<file path="src/hdl/rcfe_pkg.sv">
package rcfe_pkg;

  localparam int NUM_CHANNELS = 8;
  localparam int ADDR_W       = (NUM_CHANNELS > 1) ? $clog2(NUM_CHANNELS) : 1;
  localparam int SLOT_W       = $clog2(NUM_CHANNELS + 2);
  localparam int VAL_W        = 12;
  localparam int PADDR_W      = 3;

  localparam logic [VAL_W-1:0] RESET_VALUE   = 12'd1000;
  localparam logic [VAL_W-1:0] MIN_RESET     = 12'd1000;
  localparam logic [VAL_W-1:0] MAX_RESET     = 12'd2000;
  localparam logic [VAL_W-1:0] BYTE_OFFSET   = 12'd400;
  localparam logic [12:0]      RECIP_10      = 13'd6554;
  localparam logic [7:0]       FRAME_START   = 8'h0F;
  localparam logic [7:0]       FRAME_END     = 8'h00;

  localparam logic REG_MIN_VALUE = 1'b0;
  localparam logic REG_MAX_VALUE = 1'b1;

  typedef struct packed {
    logic [5:0]         channel_index;
    logic signed [15:0] pulse_value;
  } in_payload_t;

  typedef struct packed {
    logic [7:0] frame_byte;
    logic       last_byte;
  } out_payload_t;

  typedef struct packed {
    logic              wr_en;
    logic [ADDR_W-1:0] wr_addr;
    logic [VAL_W-1:0]  wr_data;
    logic              rd_en;
    logic [ADDR_W-1:0] rd_addr;
  } mem_req_t;

endpackage

</file>
<file path="src/hdl/rcfe_regs.sv">
module rcfe_regs
  import rcfe_pkg::*;
(
  input  logic               clk,
  input  logic               rst_n,
  input  logic               cfg_psel,
  input  logic               cfg_penable,
  input  logic               cfg_pwrite,
  input  logic [PADDR_W-1:0] cfg_paddr,
  input  logic [31:0]        cfg_pwdata,
  output logic [31:0]        cfg_prdata,
  output logic               cfg_pready,
  output logic [VAL_W-1:0]   min_value,
  output logic [VAL_W-1:0]   max_value
);

  logic [VAL_W-1:0] min_r;
  logic [VAL_W-1:0] max_r;
  logic             wr_go;
  logic             reg_sel;

  assign cfg_pready = 1'b1;
  assign wr_go      = cfg_psel && cfg_penable && cfg_pwrite;
  assign reg_sel    = cfg_paddr[2];

  always_ff @(posedge clk) begin
    if (!rst_n) begin
      min_r <= MIN_RESET;
      max_r <= MAX_RESET;
    end else if (wr_go) begin
      unique case (reg_sel)
        REG_MIN_VALUE: min_r <= cfg_pwdata[VAL_W-1:0];
        REG_MAX_VALUE: max_r <= cfg_pwdata[VAL_W-1:0];
        default: ;
      endcase
    end
  end

  always_comb begin
    unique case (reg_sel)
      REG_MIN_VALUE: cfg_prdata = {{(32-VAL_W){1'b0}}, min_r};
      REG_MAX_VALUE: cfg_prdata = {{(32-VAL_W){1'b0}}, max_r};
      default:       cfg_prdata = '0;
    endcase
  end

  assign min_value = min_r;
  assign max_value = max_r;

endmodule

</file>
<file path="src/hdl/rcfe_chan_mem.sv">
module rcfe_chan_mem
  import rcfe_pkg::*;
(
  input  logic             clk,
  input  logic             rst_n,
  input  mem_req_t         req,
  output logic [VAL_W-1:0] rd_data
);

  logic [VAL_W-1:0]        mem [NUM_CHANNELS];
  logic [NUM_CHANNELS-1:0] vld_r;
  logic [VAL_W-1:0]        rd_data_r;

  always_ff @(posedge clk) begin
    if (req.wr_en) begin
      mem[req.wr_addr] <= req.wr_data;
    end
  end

  always_ff @(posedge clk) begin
    if (!rst_n) begin
      vld_r <= '0;
    end else if (req.wr_en) begin
      vld_r[req.wr_addr] <= 1'b1;
    end
  end

  always_ff @(posedge clk) begin
    if (req.rd_en) begin
      rd_data_r <= vld_r[req.rd_addr] ? mem[req.rd_addr] : RESET_VALUE;
    end
  end

  assign rd_data = rd_data_r;

endmodule

</file>
<file path="src/hdl/rcfe_frame_seq.sv">
module rcfe_frame_seq
  import rcfe_pkg::*;
(
  input  logic             clk,
  input  logic             rst_n,
  input  logic             in_valid,
  output logic             in_stall,
  input  in_payload_t      in_data,
  output logic             out_valid,
  input  logic             out_stall,
  output out_payload_t     out_data,
  input  logic [VAL_W-1:0] min_value,
  input  logic [VAL_W-1:0] max_value,
  output mem_req_t         mem_req,
  input  logic [VAL_W-1:0] mem_rd_data
);

  localparam logic [1:0] KIND_START = 2'd0;
  localparam logic [1:0] KIND_CHAN  = 2'd1;
  localparam logic [1:0] KIND_END   = 2'd2;

  localparam logic [SLOT_W-1:0] SLOT_LAST = SLOT_W'(NUM_CHANNELS + 1);

  logic              busy_r, busy_nxt;
  logic [SLOT_W-1:0] slot_r, slot_nxt;
  logic              pend_r, pend_nxt;
  logic [1:0]        kind_r, kind_nxt;
  logic              out_valid_r, out_valid_nxt;
  out_payload_t      out_data_r, out_data_nxt;

  logic              in_acc, hit;
  logic              out_free, move, issue;
  logic signed [16:0] v_ext, min_ext, max_ext;
  logic [VAL_W-1:0]  clamped;
  logic [SLOT_W-1:0] slot_m1;
  logic [1:0]        issue_kind;
  logic [VAL_W-1:0]  diff;
  logic [24:0]       prod;
  logic [8:0]        quot;
  logic [7:0]        chan_byte;

  assign in_stall = busy_r;
  assign in_acc   = in_valid && !busy_r;
  assign hit      = in_acc && (in_data.channel_index < 6'(NUM_CHANNELS));

  assign v_ext   = {in_data.pulse_value[15], in_data.pulse_value};
  assign min_ext = {5'b0, min_value};
  assign max_ext = {5'b0, max_value};

  always_comb begin
    if (v_ext > max_ext) begin
      clamped = max_value;
    end else if (v_ext < min_ext) begin
      clamped = min_value;
    end else begin
      clamped = in_data.pulse_value[VAL_W-1:0];
    end
  end

  assign out_free = !out_valid_r || !out_stall;
  assign move     = pend_r && out_free;
  assign issue    = busy_r && (!pend_r || move);
  assign slot_m1  = slot_r - SLOT_W'(1);

  always_comb begin
    if (slot_r == '0) begin
      issue_kind = KIND_START;
    end else if (slot_r == SLOT_LAST) begin
      issue_kind = KIND_END;
    end else begin
      issue_kind = KIND_CHAN;
    end
  end

  always_comb begin
    mem_req.wr_en   = hit;
    mem_req.wr_addr = in_data.channel_index[ADDR_W-1:0];
    mem_req.wr_data = clamped;
    mem_req.rd_en   = issue && (issue_kind == KIND_CHAN);
    mem_req.rd_addr = slot_m1[ADDR_W-1:0];
  end

  // (stored - 400) / 10 by reciprocal multiply, saturated to a byte
  assign diff = mem_rd_data - BYTE_OFFSET;
  assign prod = 25'(diff) * 25'(RECIP_10);
  assign quot = prod[24:16];

  always_comb begin
    if (mem_rd_data < BYTE_OFFSET) begin
      chan_byte = 8'd0;
    end else if (quot > 9'd255) begin
      chan_byte = 8'hFF;
    end else begin
      chan_byte = quot[7:0];
    end
  end

  always_comb begin
    busy_nxt      = busy_r;
    slot_nxt      = slot_r;
    pend_nxt      = pend_r;
    kind_nxt      = kind_r;
    out_valid_nxt = out_valid_r;
    out_data_nxt  = out_data_r;

    if (out_valid_r && !out_stall) begin
      out_valid_nxt = 1'b0;
    end
    if (move) begin
      out_valid_nxt = 1'b1;
      pend_nxt      = 1'b0;
      case (kind_r)
        KIND_START: out_data_nxt = '{frame_byte: FRAME_START, last_byte: 1'b0};
        KIND_END:   out_data_nxt = '{frame_byte: FRAME_END,   last_byte: 1'b1};
        default:    out_data_nxt = '{frame_byte: chan_byte,   last_byte: 1'b0};
      endcase
    end
    if (issue) begin
      pend_nxt = 1'b1;
      kind_nxt = issue_kind;
      if (slot_r == SLOT_LAST) begin
        slot_nxt = '0;
        busy_nxt = 1'b0;
      end else begin
        slot_nxt = slot_r + SLOT_W'(1);
      end
    end
    if (hit) begin
      busy_nxt = 1'b1;
      slot_nxt = '0;
    end
  end

  always_ff @(posedge clk) begin
    if (!rst_n) begin
      busy_r      <= 1'b0;
      slot_r      <= '0;
      pend_r      <= 1'b0;
      kind_r      <= KIND_START;
      out_valid_r <= 1'b0;
    end else begin
      busy_r      <= busy_nxt;
      slot_r      <= slot_nxt;
      pend_r      <= pend_nxt;
      kind_r      <= kind_nxt;
      out_valid_r <= out_valid_nxt;
    end
  end

  always_ff @(posedge clk) begin
    out_data_r <= out_data_nxt;
  end

  assign out_valid = out_valid_r;
  assign out_data  = out_data_r;

endmodule

</file>
<file path="src/hdl/rc_channel_frame_encoder.sv">
// An in-range input beat goes through busy_r/slot_r and pend_r/kind_r; out_valid_r then
//   shows 0x0F. It stalls the input for a frame, paced by the single read port of the
//   channel store, one entry per cycle unless out_stall holds; out-of-range: no stall.
// Reset: min 1000, max 2000, every channel reads 1000 (per-entry valid bits), outputs idle.
module rc_channel_frame_encoder
  import rcfe_pkg::*;
(
  input  logic               clk,
  input  logic               rst_n,
  input  logic               in_valid,
  output logic               in_stall,
  input  in_payload_t        in_data,
  output logic               out_valid,
  input  logic               out_stall,
  output out_payload_t       out_data,
  input  logic               cfg_psel,
  input  logic               cfg_penable,
  input  logic               cfg_pwrite,
  input  logic [PADDR_W-1:0] cfg_paddr,
  input  logic [31:0]        cfg_pwdata,
  output logic [31:0]        cfg_prdata,
  output logic               cfg_pready
);

  logic [VAL_W-1:0] min_value;
  logic [VAL_W-1:0] max_value;
  mem_req_t         mem_req;
  logic [VAL_W-1:0] mem_rd_data;

  rcfe_regs u_regs (
    .clk         (clk),
    .rst_n       (rst_n),
    .cfg_psel    (cfg_psel),
    .cfg_penable (cfg_penable),
    .cfg_pwrite  (cfg_pwrite),
    .cfg_paddr   (cfg_paddr),
    .cfg_pwdata  (cfg_pwdata),
    .cfg_prdata  (cfg_prdata),
    .cfg_pready  (cfg_pready),
    .min_value   (min_value),
    .max_value   (max_value)
  );

  rcfe_chan_mem u_mem (
    .clk     (clk),
    .rst_n   (rst_n),
    .req     (mem_req),
    .rd_data (mem_rd_data)
  );

  rcfe_frame_seq u_seq (
    .clk         (clk),
    .rst_n       (rst_n),
    .in_valid    (in_valid),
    .in_stall    (in_stall),
    .in_data     (in_data),
    .out_valid   (out_valid),
    .out_stall   (out_stall),
    .out_data    (out_data),
    .min_value   (min_value),
    .max_value   (max_value),
    .mem_req     (mem_req),
    .mem_rd_data (mem_rd_data)
  );

  a_last_is_end: assert property (@(posedge clk) disable iff (!rst_n)
    out_valid && out_data.last_byte |-> out_data.frame_byte == FRAME_END)
    else $error("last beat is not the end byte");

  a_hit_blocks: assert property (@(posedge clk) disable iff (!rst_n)
    in_valid && !in_stall && (in_data.channel_index < 6'(NUM_CHANNELS)) |=> in_stall)
    else $error("in-range beat did not start a frame");

  a_miss_silent: assert property (@(posedge clk) disable iff (!rst_n)
    in_valid && !in_stall && (in_data.channel_index >= 6'(NUM_CHANNELS)) |=> !in_stall)
    else $error("out-of-range beat started a frame");

  a_no_write_busy: assert property (@(posedge clk) disable iff (!rst_n)
    mem_req.wr_en |-> !mem_req.rd_en)
    else $error("store write overlaps frame read");

endmodule

</file>
<file path="config.mk">
export PLATFORM = sky130hd
export DESIGN_NAME = rc_channel_frame_encoder
export DESIGN_NICKNAME = d
export VERILOG_FILES = /design/src/hdl/rcfe_pkg.sv /design/src/hdl/rcfe_regs.sv /design/src/hdl/rcfe_chan_mem.sv /design/src/hdl/rcfe_frame_seq.sv /design/src/hdl/rc_channel_frame_encoder.sv
export SDC_FILE = /design/constraint.sdc
export NUM_CORES = 1
export LEC_CHECK = 0
export ABC_CLOCK_PERIOD_IN_PS = 10000
export BUFFER_PORTS_ARGS = -buffer_cell sky130_fd_sc_hd__clkbuf_2
export CORE_AREA = 2 2 160 162
export CTS_CLUSTER_SIZE = 30
export DETAILED_ROUTE_END_ITERATION = 10
export DIE_AREA = 0 0 162 164
export PLACE_DENSITY = 0.58
export SYNTH_ARGS = -nofsm -noshare
export SYNTH_HDL_FRONTEND = slang
export SYNTH_SLANG_ARGS = --single-unit
</file>
<file path="constraint.sdc">
create_clock -name clk -period 10 [get_ports clk]
set_clock_uncertainty 0.15 [all_clocks]
set_input_delay 2 -clock clk [delete_from_list [all_inputs] [get_ports clk]]
set_output_delay 2 -clock clk [all_outputs]
set_load 0.02 [all_outputs]
</file>
==> run summary <==
The average detailed-routed wire length per instance came out at 16.0 um. The worst setup path is captured at a register. The number of pins with negative max-slew slack in the final report was 0. The distinct cell type count of the synthesized netlist is 57. The worst ir drop on vdd came out at 93.6 uV. Traced cell by cell, the critical path runs through inv_1 -> ha_1 -> xor2_1 -> ha_1 -> inv_1 -> fa_1 -> inv_1 -> fa_1 -> fa_1 -> inv_1 -> fa_1 -> inv_1 -> ha_1 -> o21ai_0 -> o21bai_1 -> o2111ai_1 -> o21bai_1 -> mux2i_1 -> o311ai_0. For this run, asynchronously set or reset flops after synthesis account for 0. Across every metal layer, demand over resource in global routing totals 0.161.

The remaining number of nets flagged by the antenna check after routing is 0. The final number of hold-violating endpoints is 0. The required time of the worst setup path is 9.99 ns. The highest attainable clock frequency is 158 MHz. The post-synthesis instance area is 10100 um^2. The max-capacitance violation count came out at 0. The biggest area contributor in the post-synthesis netlist is edfxtp_1. Summed over all layers, the routed wires come to 20.6 mm. The total DRC errors in the routed layout is 0.

The first-pass iteration count of the detailed router is 4. In this run the horizontal extent of the chip is 162 um. The post-CTS setup-driven buffer insertion count came out at 0.

The proportion of power drawn by flip-flops and latches came out at 0.481. For the worst setup path, the data arrival time is 6.33 ns. The tightest min-delay check is of the reg2reg type. For this run, the slowest stage of the critical path takes 0.54 ns. The ratio of cells with drive above 1 in the final layout came out at 0.161. Leaving out filler cells and counting taps, the final layout contains 1288. Yosys printed 0 warnings.

The per-instance average area after synthesis is 11.5 um^2. The number of placed I/O pins is 108. Dividing the detail-routed via count by the number of cells gives 5.00. In this run the critical register-to-register path is launched from u_mem.rd_data[4]. Once placement completed, the tool counted placed cells totaling 1256.

In this run the worst path has a maximum fanout of 6. The routed via count is 6443. The combinational cell fraction of total power is 0.073. The number of antenna cells inserted came out at 0. The estimated wirelength of the detail-placed design is 15.3 mm. The depth of the worst register-to-register path is 19. Input and output buffers added on the ports amount to 64. The proportion of synthesized chip area in sequential cells came out at 0.430. The maximum number of pins on one net before global-route repair came out at 39. Buffers inserted to repair hold after CTS numbered 0.

Relative to the synthesized area, the layout overhead comes to 12.6%. The die outline height is 164 um. The worst slack at placement came out at 3.60 ns.

The final clock period utilization by the worst path is 0.634. The number of clock sinks is 158. The cell count after synthesis is 874. The analysis attributes to cell leakage a power of 4.82 nW. The via count of the first global-routing pass came out at 6297. Of the total power, the share spent switching nets is 0.240. Among the stages of the critical path, the cell type that occurs most often is inv_1. The number of synthesized flops with an enable pin came out at 117. The run finished with clean final reports. The net load switching power is 0.000355 W. After floorplanning, the core was divided into 58 placement rows. Yosys attributes the largest share of cell area to edfxtp_1 35%, ha_1 14%, dfxtp_1 8.1%. TritonCTS built the clock tree. Setup repair after global routing left no endpoint under its margin.

The power share of the clock group is 0.447. The worst register-to-register path ends at u_seq.out_data[8]. The power density of the placed cells came out at 131 nW/um^2. The total negative slack is 0 ns. The register bit total from synthesis came out at 158. The post-route total power came out at 0.00148 W.

The number of buffers and inverters on the critical path is 5. The final weighted congestion in routability-driven placement is 0.797. Leaving out fill and tap cells, the most frequent cells in the layout are 117 x edfxtp_1, 115 x inv_1, 109 x ha_1, 97 x nand2_1, 64 x clkbuf_2. The total congestion overflow after global routing came out at 0. The root buffer cell chosen for the clock tree is clkbuf_16. The largest individual stage delay along the critical path comes from the cell fa_1. In this design, the largest share of critical-path delay is due to adder cells.

The smallest clock period supported by the final layout is computed as 6.34 ns. After clock tree synthesis, the clock-pin slew on the worst setup and hold paths is 0.07 ns. The worst setup path endpoint is u_seq.out_data[8]. The critical path runs through a total of 19 cells. Setup violations remaining at the end of the flow were counted as 0. After floorplanning, the core was sized to cover 24800 um^2. The number of antenna violations at the first check in global routing is 0. The leading cell type in the layout, fill and taps excluded is edfxtp_1. The total internal power came out at 0.00113 W. The number of H-tree levels is 4. The wire length of the first global-routing pass is 32.8 mm. The launching element type of the critical path is a register.

The setup slack on the worst flop-to-flop path came out at 3.66 ns. After the first detailed-routing iteration, the DRC count stood at 273. In the synthesized netlist the dominant register cell turns out to be edfxtp_1. Headroom to the max-slew limit came out at 0.318. The die area is 26600 um^2. The fraction of synthesized cell area taken by the top area cell type came out at 0.349. For the pin with the worst max-slew slack, the measured transition is 1.02 ns. In this run the worst setup path begins at u_mem.rd_data[4]. The setup slack of the critical path after layout is 3.66 ns. The initial cell density of the core is 0.406. The maximum root-to-sink buffer count is 2. The net count reported at finish is 1154. Once the clock tree was built, the resizer swapped 0 gates to a different size. The clock network latency to the later pin of the worst-skew pair came out at 0.44 ns. The CTS buffer count is 17.

The critical path is of the reg2reg type.
==> cell type report <==
type | instances | area, um^2
clock buffers | 17 | 425
clock inverters | 15 | 175
well taps | 330 | 413
repair buffers | 79 | 433
inverters | 115 | 432
fillers | 2347 | 13500
multi-input cells | 574 | 5130
flip-flops and latches | 158 | 4340
==> synthesized netlist by cell type (8+ instances only) <==
cell type    n
clkbuf_1    20
edfxtp_1   117
ha_1       109
o21ai_0     20
nand4_1      8
nand2_1     97
xnor2_1     14
dfxtp_1     41
o211ai_1    19
nand3_1     12
and2_1       8
nor2_1      25
o21a_1      11
a21boi_0    16
xor2_1      12
buf_4       22
mux2i_1     28
a21oi_1     28
inv_1      115
fa_1        36
mux4_2      26
==> flip-flops by register name (all words and copies together) (netlist names), 2 cells and up <==
name and flops:
u_seq.out_data 9, u_seq.kind_r 2, u_mem.rd_data 12, u_regs.min_value 12, u_mem.mem 96, u_seq.slot_r 4, u_regs.max_value 12, u_mem.vld_r 8
==> power by group through the flow <==
| stage | clock network [W] | logic (W) | registers, W |
|---|---|---|---|
| after floorplan | 0 | 0.0000787 | 0.000726 |
| after global placement | 0 | 0.000107 | 0.000727 |
| after detailed placement | 0 | 0.000108 | 0.000727 |
| after CTS | 0.000676 | 0.000109 | 0.000712 |
| after global routing | 0.000703 | 0.000119 | 0.000713 |
| final | 0.000662 | 0.000107 | 0.000712 |
==> stage by stage <==
stage | cell area [um^2] | util | hold slack, ns
floorplan | 10100 | - | 0.285
global placement | 10700 | 0.433 | 0.295
detailed placement | 10700 | 0.433 | 0.304
CTS | 11300 | 0.457 | 0.319
global route | 11300 | 0.457 | 0.331
finish | 11300 | 0.457 | 0.316
==> cells by family after synthesis <==
logic type / after synthesis / share of synthesized area
xor gates and xnor gates: 27 / 0.0242
buffers and inverters: 161 / 0.0693
other: 2 / 0.000745
AOI/OAI and AO/OA: 132 / 0.0900
DFF: 158 / 0.430
muxes: 57 / 0.0893
adders and majority gates: 145 / 0.207
and+or+nand+nor: 192 / 0.0895
==> worst min-delay path by stage <==
stage / start / to / slack, ns / cells past startpoint
3_5_place_dp: u_mem.vld_r[6] / u_mem.vld_r[6] / 0.30 / 1
3_3_place_gp: u_mem.vld_r[3] / u_mem.vld_r[3] / 0.29 / 1
5_1_grt: u_mem.vld_r[6] / u_mem.vld_r[6] / 0.33 / 1
6_report: u_mem.vld_r[0] / u_mem.vld_r[0] / 0.32 / 1
4_1_cts: u_mem.vld_r[6] / u_mem.vld_r[6] / 0.32 / 1
2_1_floorplan: u_mem.vld_r[1] / u_mem.vld_r[1] / 0.29 / 1
==> worst reg2reg max path: cells and delay by family (launching register included) <==
kind	cells	cell delay [ns]
adder cells (fa/ha/maj)	7	2.93
AO/OA/AOI/OAI	5	1.14
multiplexers	1	0.48
XOR/XNOR	1	0.46
flip-flops	1	0.44
buffers and inverters	5	0.44
==> routing by layer <==
metal / up-vias / wire length (um) / part of all wire / track usage
li1: 3205 / - / - / -
met1: 3138 / 9390 / 0.46 / 0.203
met2: 87 / 10400 / 0.51 / 0.284
met3: 13 / 562 / 0.027 / 0.0331
met4: 0 / 175 / 0.0085 / 0.0378
met5: - / 0 / 0 / 0
Note: power is estimated with default switching activity, not from simulation.
